[src/rtl/tsfr_pkg.sv]
`timescale 1ns / 1ps

package tsfr_pkg;

	// default build sizes
	localparam int DEF_MAX_TILES     = 4096;
	localparam int DEF_MAX_RAM_SLOTS = 256;

	// field widths
	localparam int BAND_W      = 4;
	localparam int ROW_W       = 6;
	localparam int COL_W       = 6;
	localparam int BANDS_CFG_W = 5;
	localparam int DIM_CFG_W   = 7;
	localparam int RAMS_CFG_W  = 9;
	localparam int CFG_DATA_W  = 9;
	localparam int CFG_IDX_W   = 2;
	localparam int RAM_SLOT_W  = 9;
	localparam int FETCH_W     = 12;

	// tile number arithmetic
	localparam int PART_W      = 12;  // band * rows + row
	localparam int TILE_NUM_W  = 19;  // full tile number and grid product

	// configuration register indexes
	localparam logic [CFG_IDX_W-1:0] REG_BANDS_USED    = 2'd0;
	localparam logic [CFG_IDX_W-1:0] REG_ROWS_PER_BAND = 2'd1;
	localparam logic [CFG_IDX_W-1:0] REG_TILES_PER_ROW = 2'd2;
	localparam logic [CFG_IDX_W-1:0] REG_RAM_SLOTS     = 2'd3;

	typedef enum logic [3:0] {
		ST_CLEAR,
		ST_IDLE,
		ST_MUL1,
		ST_MUL2,
		ST_LOOK,
		ST_EVAL,
		ST_VREAD,
		ST_WRB,
		ST_DONE
	} state_t;

	// controller to datapath
	typedef struct packed {
		logic sweep_init;  // restart table rebuild
		logic sweep;       // write one rebuild entry
		logic accept;      // capture request beat
		logic mul1;        // band * rows + row, bounds check
		logic mul2;        // full tile number
		logic rd_t;        // read table at tile, FIFO at position
		logic res_err;     // stage range error result
		logic res_hit;     // stage hit result
		logic rd_v;        // read table at victim tile
		logic wr_t;        // install requested tile
		logic wr_v;        // move victim to backing slot
		logic load_out;    // move staged result to output register
	} cmd_t;

	// datapath to controller
	typedef struct packed {
		logic sweep_last;
		logic range_err;
		logic in_ram;
	} sts_t;

endpackage

[src/rtl/tsfr_ctrl.sv]
`timescale 1ns / 1ps

module tsfr_ctrl import tsfr_pkg::*; (
	input  logic clk,
	input  logic arst_n,
	input  logic cfg_we,
	input  logic in_valid,
	output logic in_stall,
	output logic out_valid,
	input  logic out_stall,
	input  sts_t sts,
	output cmd_t cmd
);

	state_t state_q;
	state_t state_d;
	logic   out_valid_q;

	// state register
	always_ff @(posedge clk or negedge arst_n) begin
		if (!arst_n) begin
			state_q <= ST_CLEAR;
		end else begin
			state_q <= state_d;
		end
	end

	// output beat flag
	always_ff @(posedge clk or negedge arst_n) begin
		if (!arst_n) begin
			out_valid_q <= 1'b0;
		end else if (cmd.load_out) begin
			out_valid_q <= 1'b1;
		end else if (!out_stall) begin
			out_valid_q <= 1'b0;
		end
	end

	assign out_valid = out_valid_q;

	// next state and commands
	always_comb begin
		state_d  = state_q;
		cmd      = '0;
		in_stall = (state_q != ST_IDLE) || cfg_we;
		case (state_q)
			ST_CLEAR: begin
				cmd.sweep = 1'b1;
				if (sts.sweep_last) state_d = ST_IDLE;
			end
			ST_IDLE: begin
				if (in_valid && !cfg_we) begin
					cmd.accept = 1'b1;
					state_d    = ST_MUL1;
				end
			end
			ST_MUL1: begin
				cmd.mul1 = 1'b1;
				state_d  = ST_MUL2;
			end
			ST_MUL2: begin
				cmd.mul2 = 1'b1;
				state_d  = ST_LOOK;
			end
			ST_LOOK: begin
				if (sts.range_err) begin
					cmd.res_err = 1'b1;
					state_d     = ST_DONE;
				end else begin
					cmd.rd_t = 1'b1;
					state_d  = ST_EVAL;
				end
			end
			ST_EVAL: begin
				if (sts.in_ram) begin
					cmd.res_hit = 1'b1;
					state_d     = ST_DONE;
				end else begin
					cmd.rd_v = 1'b1;
					state_d  = ST_VREAD;
				end
			end
			ST_VREAD: begin
				cmd.wr_t = 1'b1;
				state_d  = ST_WRB;
			end
			ST_WRB: begin
				cmd.wr_v = 1'b1;
				state_d  = ST_DONE;
			end
			ST_DONE: begin
				if (!out_valid_q || !out_stall) begin
					cmd.load_out = 1'b1;
					state_d      = ST_IDLE;
				end
			end
			default: begin
				state_d = ST_CLEAR;
			end
		endcase
		// any register write rebuilds the tables
		if (cfg_we) begin
			cmd.sweep_init = 1'b1;
			state_d        = ST_CLEAR;
		end
	end

endmodule

[config.mk]
export PLATFORM = sky130hd
export DESIGN_NAME = tsfr_ctrl
export DESIGN_NICKNAME = d
export VERILOG_FILES = /design/src/rtl/tsfr_pkg.sv /design/src/rtl/tsfr_ctrl.sv
export SDC_FILE = /design/constraint.sdc
export NUM_CORES = 1
export LEC_CHECK = 0
export ABC_CLOCK_PERIOD_IN_PS = 3750
export BUFFER_PORTS_ARGS = -buffer_cell sky130_fd_sc_hd__buf_4
export CORE_AREA = 4 4 41 43
export DETAILED_ROUTE_END_ITERATION = 16
export DIE_AREA = 0 0 45 47
export GPL_TIMING_DRIVEN = 0
export SLEW_MARGIN = 20
export SYNTH_ARGS = -nofsm -noshare
export SYNTH_HDL_FRONTEND = slang
export SYNTH_SLANG_ARGS = --single-unit
[constraint.sdc]
create_clock -name clk -period 3.75 [get_ports clk]
set_clock_uncertainty 0.2 [all_clocks]
set_input_delay 0.1875 -clock clk [delete_from_list [all_inputs] [get_ports clk]]
set_output_delay 0.1875 -clock clk [all_outputs]
set_load 0.05 [all_outputs]
After elaboration in Yosys (flattened, before gate mapping):

Index checks and enable logic that the tools add are counted.

* add/sub/neg operators: 0
* multiply operators: 0
* divide/modulo/power cells: 0
* magnitude comparators: 0
* equality and inequality tests: 13
* shift operators: 0
* mux-type cells: 25
* bitwise gates (word level): 0
* reductions and logical operators: 8

Operators with widths (count)
* case mux 4 bit (9 select lines): 1
* 2-to-1 mux 4 bit: 6
* equality test 4 x 3 -> 1 bit, second input constant: 4
* 2-to-1 mux 1 bit: 16
* inequality test 3 bit, second input constant: 3
* equality test 4 x 2 -> 1 bit, second input constant: 2
* equality test 4 x 1 -> 1 bit, second input constant: 1
* equality test 4 bit, second input constant: 1
* zero test 4 bit: 1
* 2-to-1 mux 2 bit: 2
* inequality test 4 x 1 -> 1 bit, second input constant: 1
* zero test 1 bit: 3
* AND reduction 3 bit: 1
* logical OR 1 bit: 2
* inequality test 2 x 1 -> 1 bit, second input constant: 1
* logical AND 1 bit: 1

* bits in registers: 5
* latch bits: 0
* memory bits (writable): 0
* memory bits (read-only): 0
* word-level logic and storage cells: 48
* memories kept: 0

Longest topological paths before layout:

Gate-level depths: netlist of run 1.

* word-level depth: 5
* mapped depth: 5

Worst setup path after synthesis of run 1:

Ideal clock, no wire load.

* kind: register -> output
* start point: reg state_q[2]
* end point: out cmd[5] (netlist name)
* data arrival time: 2.468 ns
* slack: 0.894 ns
* cell stages (with the launch flop): 4
* buffers on the path: 1
* path through: dfrtp_1 > clkbuf_1 > nand2b_1 > nor4b_1

RTL lines
* start: declaration: RTL line tsfr_ctrl.sv:15 `state_t state_q;`
* start signal: assignment: RTL line tsfr_ctrl.sv:24 `state_q <= state_d;`
* end: declaration: RTL line tsfr_ctrl.sv:12 `output cmd_t cmd`

==> results.py, run 1 <==
metrics = {
    "cells_and_area": {
        "fin_area_um2": 618.1,
        "final-instance-count-excl-fill": 91,
        "area_growth_syn_to_layout_pct": 56.33,
        "layout.nets": 85,
        "num_antenna_cells": 0,
        "final_common_cell": "buf_4",
        "layout-drive-gt1-share": 0.3684,
        "layout_common_cells": "23 x buf_4, 6 x nor3_1, 5 x dfrtp_1",
    },
    "cts": {
        "cts_made_buffers": 3,
        "cts_tree": "built",
        "cts_resized": 0,
        "postCtsSetupBuffers": 0,
        "cts_max_level": 1,
        "clockRootBuffer": "clkbuf_4",
        "clockBufferDepth": 2,
        "cts_sinks": 5,
        "clk_latency_ns": 0.25,
        "path_clk_slew_ns": 0.05,
    },
    "sta": {
        "max_slew.worst_pin.slew_ns": 0.4555,
        "fin_crit_ns": 2.248,
        "max_freq_ghz": 0.4448,
        "setup_viol": 0,
        "slew_headroom": 0.6964,
        "fin_ws_ns": 1.502,
        "finalMaxSlewViolations": 0,
        "finalCritPeriodShare": 0.5995,
        "setup_tns_ns": 0,
        "rsz0062_at_grt": "false",
        "hold_viol": 0,
    },
    "route": {
        "wl_per_cell_um": 12.56,
        "drt_iter0_drc": 5,
        "totalWireLength_um": 1143,
        "drtAntennaViolNets": 0,
        "drt-vias-per-instance": 5.187,
        "drtPass1Iterations": 4,
        "drc_errors": 0,
        "vias": 472,
    },
    "synth": {
        "synth.distinct_cells": 26,
        "avgSynthCellArea_um2": 8.069,
        "synth_top_area_share": 0.3165,
        "synth_area_leaders": "dfrtp_1 32%, nor3_1 7.6%, nand2b_1 4.7%",
        "synth-seq-cells": 5,
        "synth_top_area_cell": "dfrtp_1",
        "syn_area_um2": 395.4,
        "syn-num-nets": 57,
        "synth_edf_count": 0,
        "synthFlopType": "dfrtp_1",
        "ys_seq_area_frac": 0.3165,
        "syn-instance-count": 49,
        "yosysWarnings": 0,
        "postSynth.asyncResetShare": 1.000,
    },
    "placed_design": {
        "dpl_worst_slack_ns": 1.613,
        "post-dp-hpwl_um": 844.7,
        "io_buffers": 21,
        "dp_cells": 85,
        "gp_congestion": 0.8306,
        "place_area_um2": 571.8,
    },
    "worst_setup_path": {
        "r2r_end": "state_q[0]$_DFFE_PN0P_",
        "critical_path_arrival_ns": 1.86,
        "crit_required_ns": 3.36,
        "path_class": "register to output pin",
        "start_kind": "register",
        "end_kind": "output pin",
        "reg2reg_setup_slack_ns": 1.61,
        "critPathMaxFanout": 10,
        "reg2reg_depth": 4,
        "reg2reg_from": "state_q[0]$_DFFE_PN0P_",
    },
    "floorplanning": {
        "die_w_um": 45,
        "die-area_um2": 2115,
        "start_util": 0.3038,
        "core_area_um2": 1301,
        "die_h_um": 47,
        "rows": 13,
        "io_pins": 22,
    },
    "global_route": {
        "grt_usage": 0.1290,
        "grt_max_degree": 11,
        "grt_pass1_vias": 420,
        "grt_first_pass_wirelength_um": 1849,
        "grt_antenna_before_repair": 0,
        "grt_overflow": 0,
    },
    "hold_path": {
        "min_path_type": "primary input to register",
        "hold_end": "out_valid$_DFFE_PN0P_",
        "hold_path_depth": 3,
        "hp-start": "out_stall",
    },
    "run": {
        "drv_cap": 0,
    },
    "power": {
        "ir_drop_v": 0.0001983,
        "leakagePower_nw": 0.3134,
        "p_per_area_nw_per_um2": 548.5,
    },
    "outcome": {
        "status": "complete, no violations",
    },
}
-- registers in the layout (all words and copies together), names as in the netlist --
register	flops
out_valid	1
state_q	4
-- report_power, final --
group / switching [mW] / leakage [nW] / internal, mW / total, mW
registers: 0.00910 / 0.0677 / 0.0639 / 0.0730
clock network: 0.0223 / 0.0150 / 0.0402 / 0.0625
logic: 0.133 / 0.231 / 0.0706 / 0.204
-- Yosys cell counts (2+ instances only) --
library cell / instances
nor3_1: 6
dfrtp_1: 5
nor2_1: 4
clkbuf_1: 3
nand2_1: 3
nand2b_1: 3
nor4_1: 3
buf_4: 2
inv_1: 2
o22ai_1: 2
-- metal layers --
layer / vias to the layer above / wire length, µm / GRT usage
li1: 231 / - / -
met1: 207 / 474 / 0.1484
met2: 30 / 509 / 0.1864
met3: 4 / 122 / 0.04215
met4: 0 / 36 / 0.1228
met5: - / 0 / 0
-- what timing repair did --
action / in CTS / in global routing
endpoints found under the setup margin: 0 / 0
hold endpoints to repair: 6 / 0
hold buffers: 2 / 0
-- worst max-delay path by stage --
stage                                 startpoint  depth (start not counted)                     end  slack, ns
after floorplan           state_q[2]$_DFFE_PN0P_                          3                  cmd[5]       0.89
after detailed placement  state_q[0]$_DFFE_PN0P_                          4  state_q[0]$_DFFE_PN0P_       1.61
after CTS                 state_q[1]$_DFFE_PN0P_                          5                  cmd[9]       1.50
final                     state_q[1]$_DFFE_PN0P_                          5                  cmd[9]       1.50
after global placement    state_q[0]$_DFFE_PN0P_                          4  state_q[0]$_DFFE_PN0P_       1.62
after global routing      state_q[1]$_DFFE_PN0P_                          5                  cmd[9]       1.39
-- area by class of cell --
| class | count | area (µm²) |
|---|---|---|
| Sequential cell | 5 | 125.1 |
| Multi-Input combinational cell | 37 | 236.5 |
| Timing Repair Buffer | 23 | 177.7 |
| Buffer | 5 | 26.28 |
| Inverter | 2 | 7.507 |
| Fill cell | 140 | 683.2 |
| Tap cell | 15 | 18.77 |
| Clock buffer | 4 | 26.28 |
-- worst max-delay path, cell delays in order, from the launching register on --
cell	delay [ns]
dfrtp_1	0.37
clkbuf_1	0.21
nand2b_1	0.28
or4_1	0.45
nor2_1	0.11
buf_4	0.20
-- kinds of logic (layout without fill, tap and decap cells) --
family / count (synthesis) / count (layout) / synth area share
muxes: 2 / 2 / 0.06328
buffers and inverters: 7 / 34 / 0.08544
AOI/OAI and AO/OA: 8 / 8 / 0.1361
and+or+nand+nor: 26 / 26 / 0.3766
DFF: 5 / 5 / 0.3165
xor gates and xnor gates: 1 / 1 / 0.02216
-- per-stage QoR --
step                      power, mW    util  hold slack [ns]
final                        0.3390  0.4750         0.009355
after global routing         0.3640  0.4750          0.02471
after CTS                    0.3432  0.4750         0.008115
after detailed placement     0.2760  0.4394          -0.2077
after global placement       0.2750  0.4394          -0.2077
after floorplan              0.2218       -          -0.3081
No activity file was read; power rests on OpenSTA's default activity.
==> inputs of run 2 (changes only) <==
--- a/config.mk
+++ b/config.mk
@@ -5,7 +5,7 @@
 export SDC_FILE = /design/constraint.sdc
 export NUM_CORES = 1
 export LEC_CHECK = 0
-export ABC_CLOCK_PERIOD_IN_PS = 3750
+export ABC_CLOCK_PERIOD_IN_PS = 2300
 export BUFFER_PORTS_ARGS = -buffer_cell sky130_fd_sc_hd__buf_4
 export CORE_AREA = 4 4 41 43
 export DETAILED_ROUTE_END_ITERATION = 16
==> constraint.sdc (replaced) <==
create_clock -name clk -period 2.3 [get_ports clk]
set_clock_uncertainty 0.2 [all_clocks]
set_input_delay 0.115 -clock clk [delete_from_list [all_inputs] [get_ports clk]]
set_output_delay 0.115 -clock clk [all_outputs]
set_load 0.05 [all_outputs]
==> results.py, run 2 (same netlist as run 1, synthesis figures left out) <==
metrics = {
    "worst_setup_path": {
        "crit_buf_inv": 2,
        "crit_chain": "clkbuf_2 -> nand2b_2 -> or4_1 -> nor2_4 -> buf_4",
        "critPathMaxFanout": 10,
        "crit_required_ns": 1.99,
        "path_class": "register to output pin",
        "startpoint": "state_q[1]$_DFFE_PN0P_",
        "reg2reg_setup_slack_ns": 0.15,
        "end_kind": "output pin",
        "reg2reg_depth": 4,
        "slowest_delay_ns": 0.49,
        "critical_path_arrival_ns": 1.85,
        "reg2reg_from": "state_q[0]$_DFFE_PN0P_",
        "path_depth": 5,
        "cp_slowest_cell": "or4_1",
        "start_kind": "register",
        "cp_top_family": "simple AND/OR/NAND/NOR gates",
    },
    "sta": {
        "fin_ws_ns": 0.1301,
        "finalCritPeriodShare": 0.9434,
        "setup_viol": 0,
        "fin_crit_ns": 2.170,
        "rsz0062_at_grt": "false",
        "finalMaxSlewViolations": 0,
        "max_slew.worst_pin.slew_ns": 0.4848,
        "setup_tns_ns": 0,
        "slew_headroom": 0.6768,
        "hold_viol": 0,
        "max_freq_ghz": 0.4609,
    },
    "placed_design": {
        "post-dp-hpwl_um": 830.4,
        "io_buffers": 21,
        "place_area_um2": 598.1,
        "dpl_worst_slack_ns": 0.1558,
        "gp_congestion": 0.7770,
    },
    "route": {
        "wl_per_cell_um": 12.57,
        "totalWireLength_um": 1156,
        "drt-vias-per-instance": 4.924,
        "drt_iter0_drc": 3,
        "drtAntennaViolNets": 0,
        "drtPass1Iterations": 4,
        "vias": 453,
        "drc_errors": 0,
    },
    "cells_and_area": {
        "fin_area_um2": 658.1,
        "largest_reg_flops": 4,
        "fillers": 138,
        "num_antenna_cells": 0,
        "area_growth_syn_to_layout_pct": 66.46,
        "fin_util": 0.5058,
        "largest-register": "state_q",
        "layout_common_cells": "23 x buf_4, 6 x nor3_1, 5 x dfrtp_1",
        "layout.nets": 86,
        "layout-drive-gt1-share": 0.4416,
        "final_common_cell": "buf_4",
    },
    "cts": {
        "cts_made_buffers": 3,
        "cts_sinks": 5,
        "clockRootBuffer": "clkbuf_4",
        "cts_max_level": 1,
        "clockBufferDepth": 2,
        "path_clk_slew_ns": 0.05,
        "cts_tree": "built",
        "clk_latency_ns": 0.25,
        "postCtsSetupBuffers": 0,
    },
    "power": {
        "leakagePower_nw": 0.3244,
        "p_per_area_nw_per_um2": 881.5,
        "power_mw": 0.5801,
        "ir_drop_v": 0.0003151,
    },
    "global_route": {
        "grt_pass1_vias": 457,
        "grt_overflow": 0,
        "grt_antenna_before_repair": 0,
        "grt_first_pass_wirelength_um": 1876,
        "grt_max_degree": 11,
        "grt_usage": 0.1213,
    },
    "floorplanning": {
        "die-area_um2": 2115,
        "start_util": 0.3038,
        "die_h_um": 47,
        "io_pins": 22,
        "core_area_um2": 1301,
        "rows": 13,
        "die_w_um": 45,
    },
    "hold_path": {
        "min_path_type": "primary input to async pin",
    },
    "outcome": {
        "status": "complete, no violations",
    },
    "run": {
        "drv_cap": 0,
    },
}
## run 2: cell count changes in the layout (fill, tap and decap cells not counted)
cell,change
clkbuf_1,-1
clkbuf_2,+1
dlygate4sd3_1,+1
nand2b_1,-1
nand2b_2,+1
nor2_1,-1
nor2_4,+1
nor4_1,-2
nor4_2,+2
nor4b_1,-1
nor4b_2,+1
## run 2: where the power goes
part	total (mW)	internal [mW]	switching, mW
combinational	0.355	0.127	0.229
sequential	0.120	0.104	0.0159
clock	0.105	0.0658	0.0392
total	0.580	0.296	0.284
## run 2: area by class of cell
class | instances | area, µm² | area share
buffer | 5 | 27.53 | 0.04183
clock buffer | 4 | 26.28 | 0.03992
inverter | 2 | 7.507 | 0.01141
multi-input combinational | 37 | 265.3 | 0.4030
sequential | 5 | 125.1 | 0.1901
tap | 15 | 18.77 | 0.02852
timing repair buffer | 24 | 187.7 | 0.2852
## run 2: worst paths after layout
path                                          endpoint
worst max register to register  state_q[0]$_DFFE_PN0P_
max in group asynchronous       state_q[1]$_DFFE_PN0P_
min in group clk                state_q[3]$_DFFE_PN0P_
worst max-delay path                            cmd[9]
worst min register to register   out_valid$_DFFE_PN0P_
worst min-delay path             out_valid$_DFFE_PN0P_
## run 2: metrics by stage
stage	instances	hold slack [ns]
2_1_floorplan	49	-0.3806
3_3_place_gp	85	-0.2808
3_5_place_dp	85	-0.2816
4_1_cts	92	0.002697
5_1_grt	92	0.01034
6_report	92	0.01935
## run 2: layer usage
layer	GRT usage	up-vias	part of all wire
li1	-	234	-
met1	0.1517	202	0.44
met2	0.2034	17	0.48
met3	0.03448	0	0.074
met4	0.03509	0	0
met5	0	-	0
## run 2: timing repair
action                                 CTS  global route
hold buffers                             3             0
endpoints found under the hold margin    8             0
resized for setup                        0             3
setup endpoints to repair                0             2
## run 2: worst register-to-register path, delay by kind of cell, from the launching register on
kind / cells / cell delay (ns)
compound gates: 1 / 0.17
mux: 1 / 0.31
simple gates: 2 / 0.93
flops: 1 / 0.43
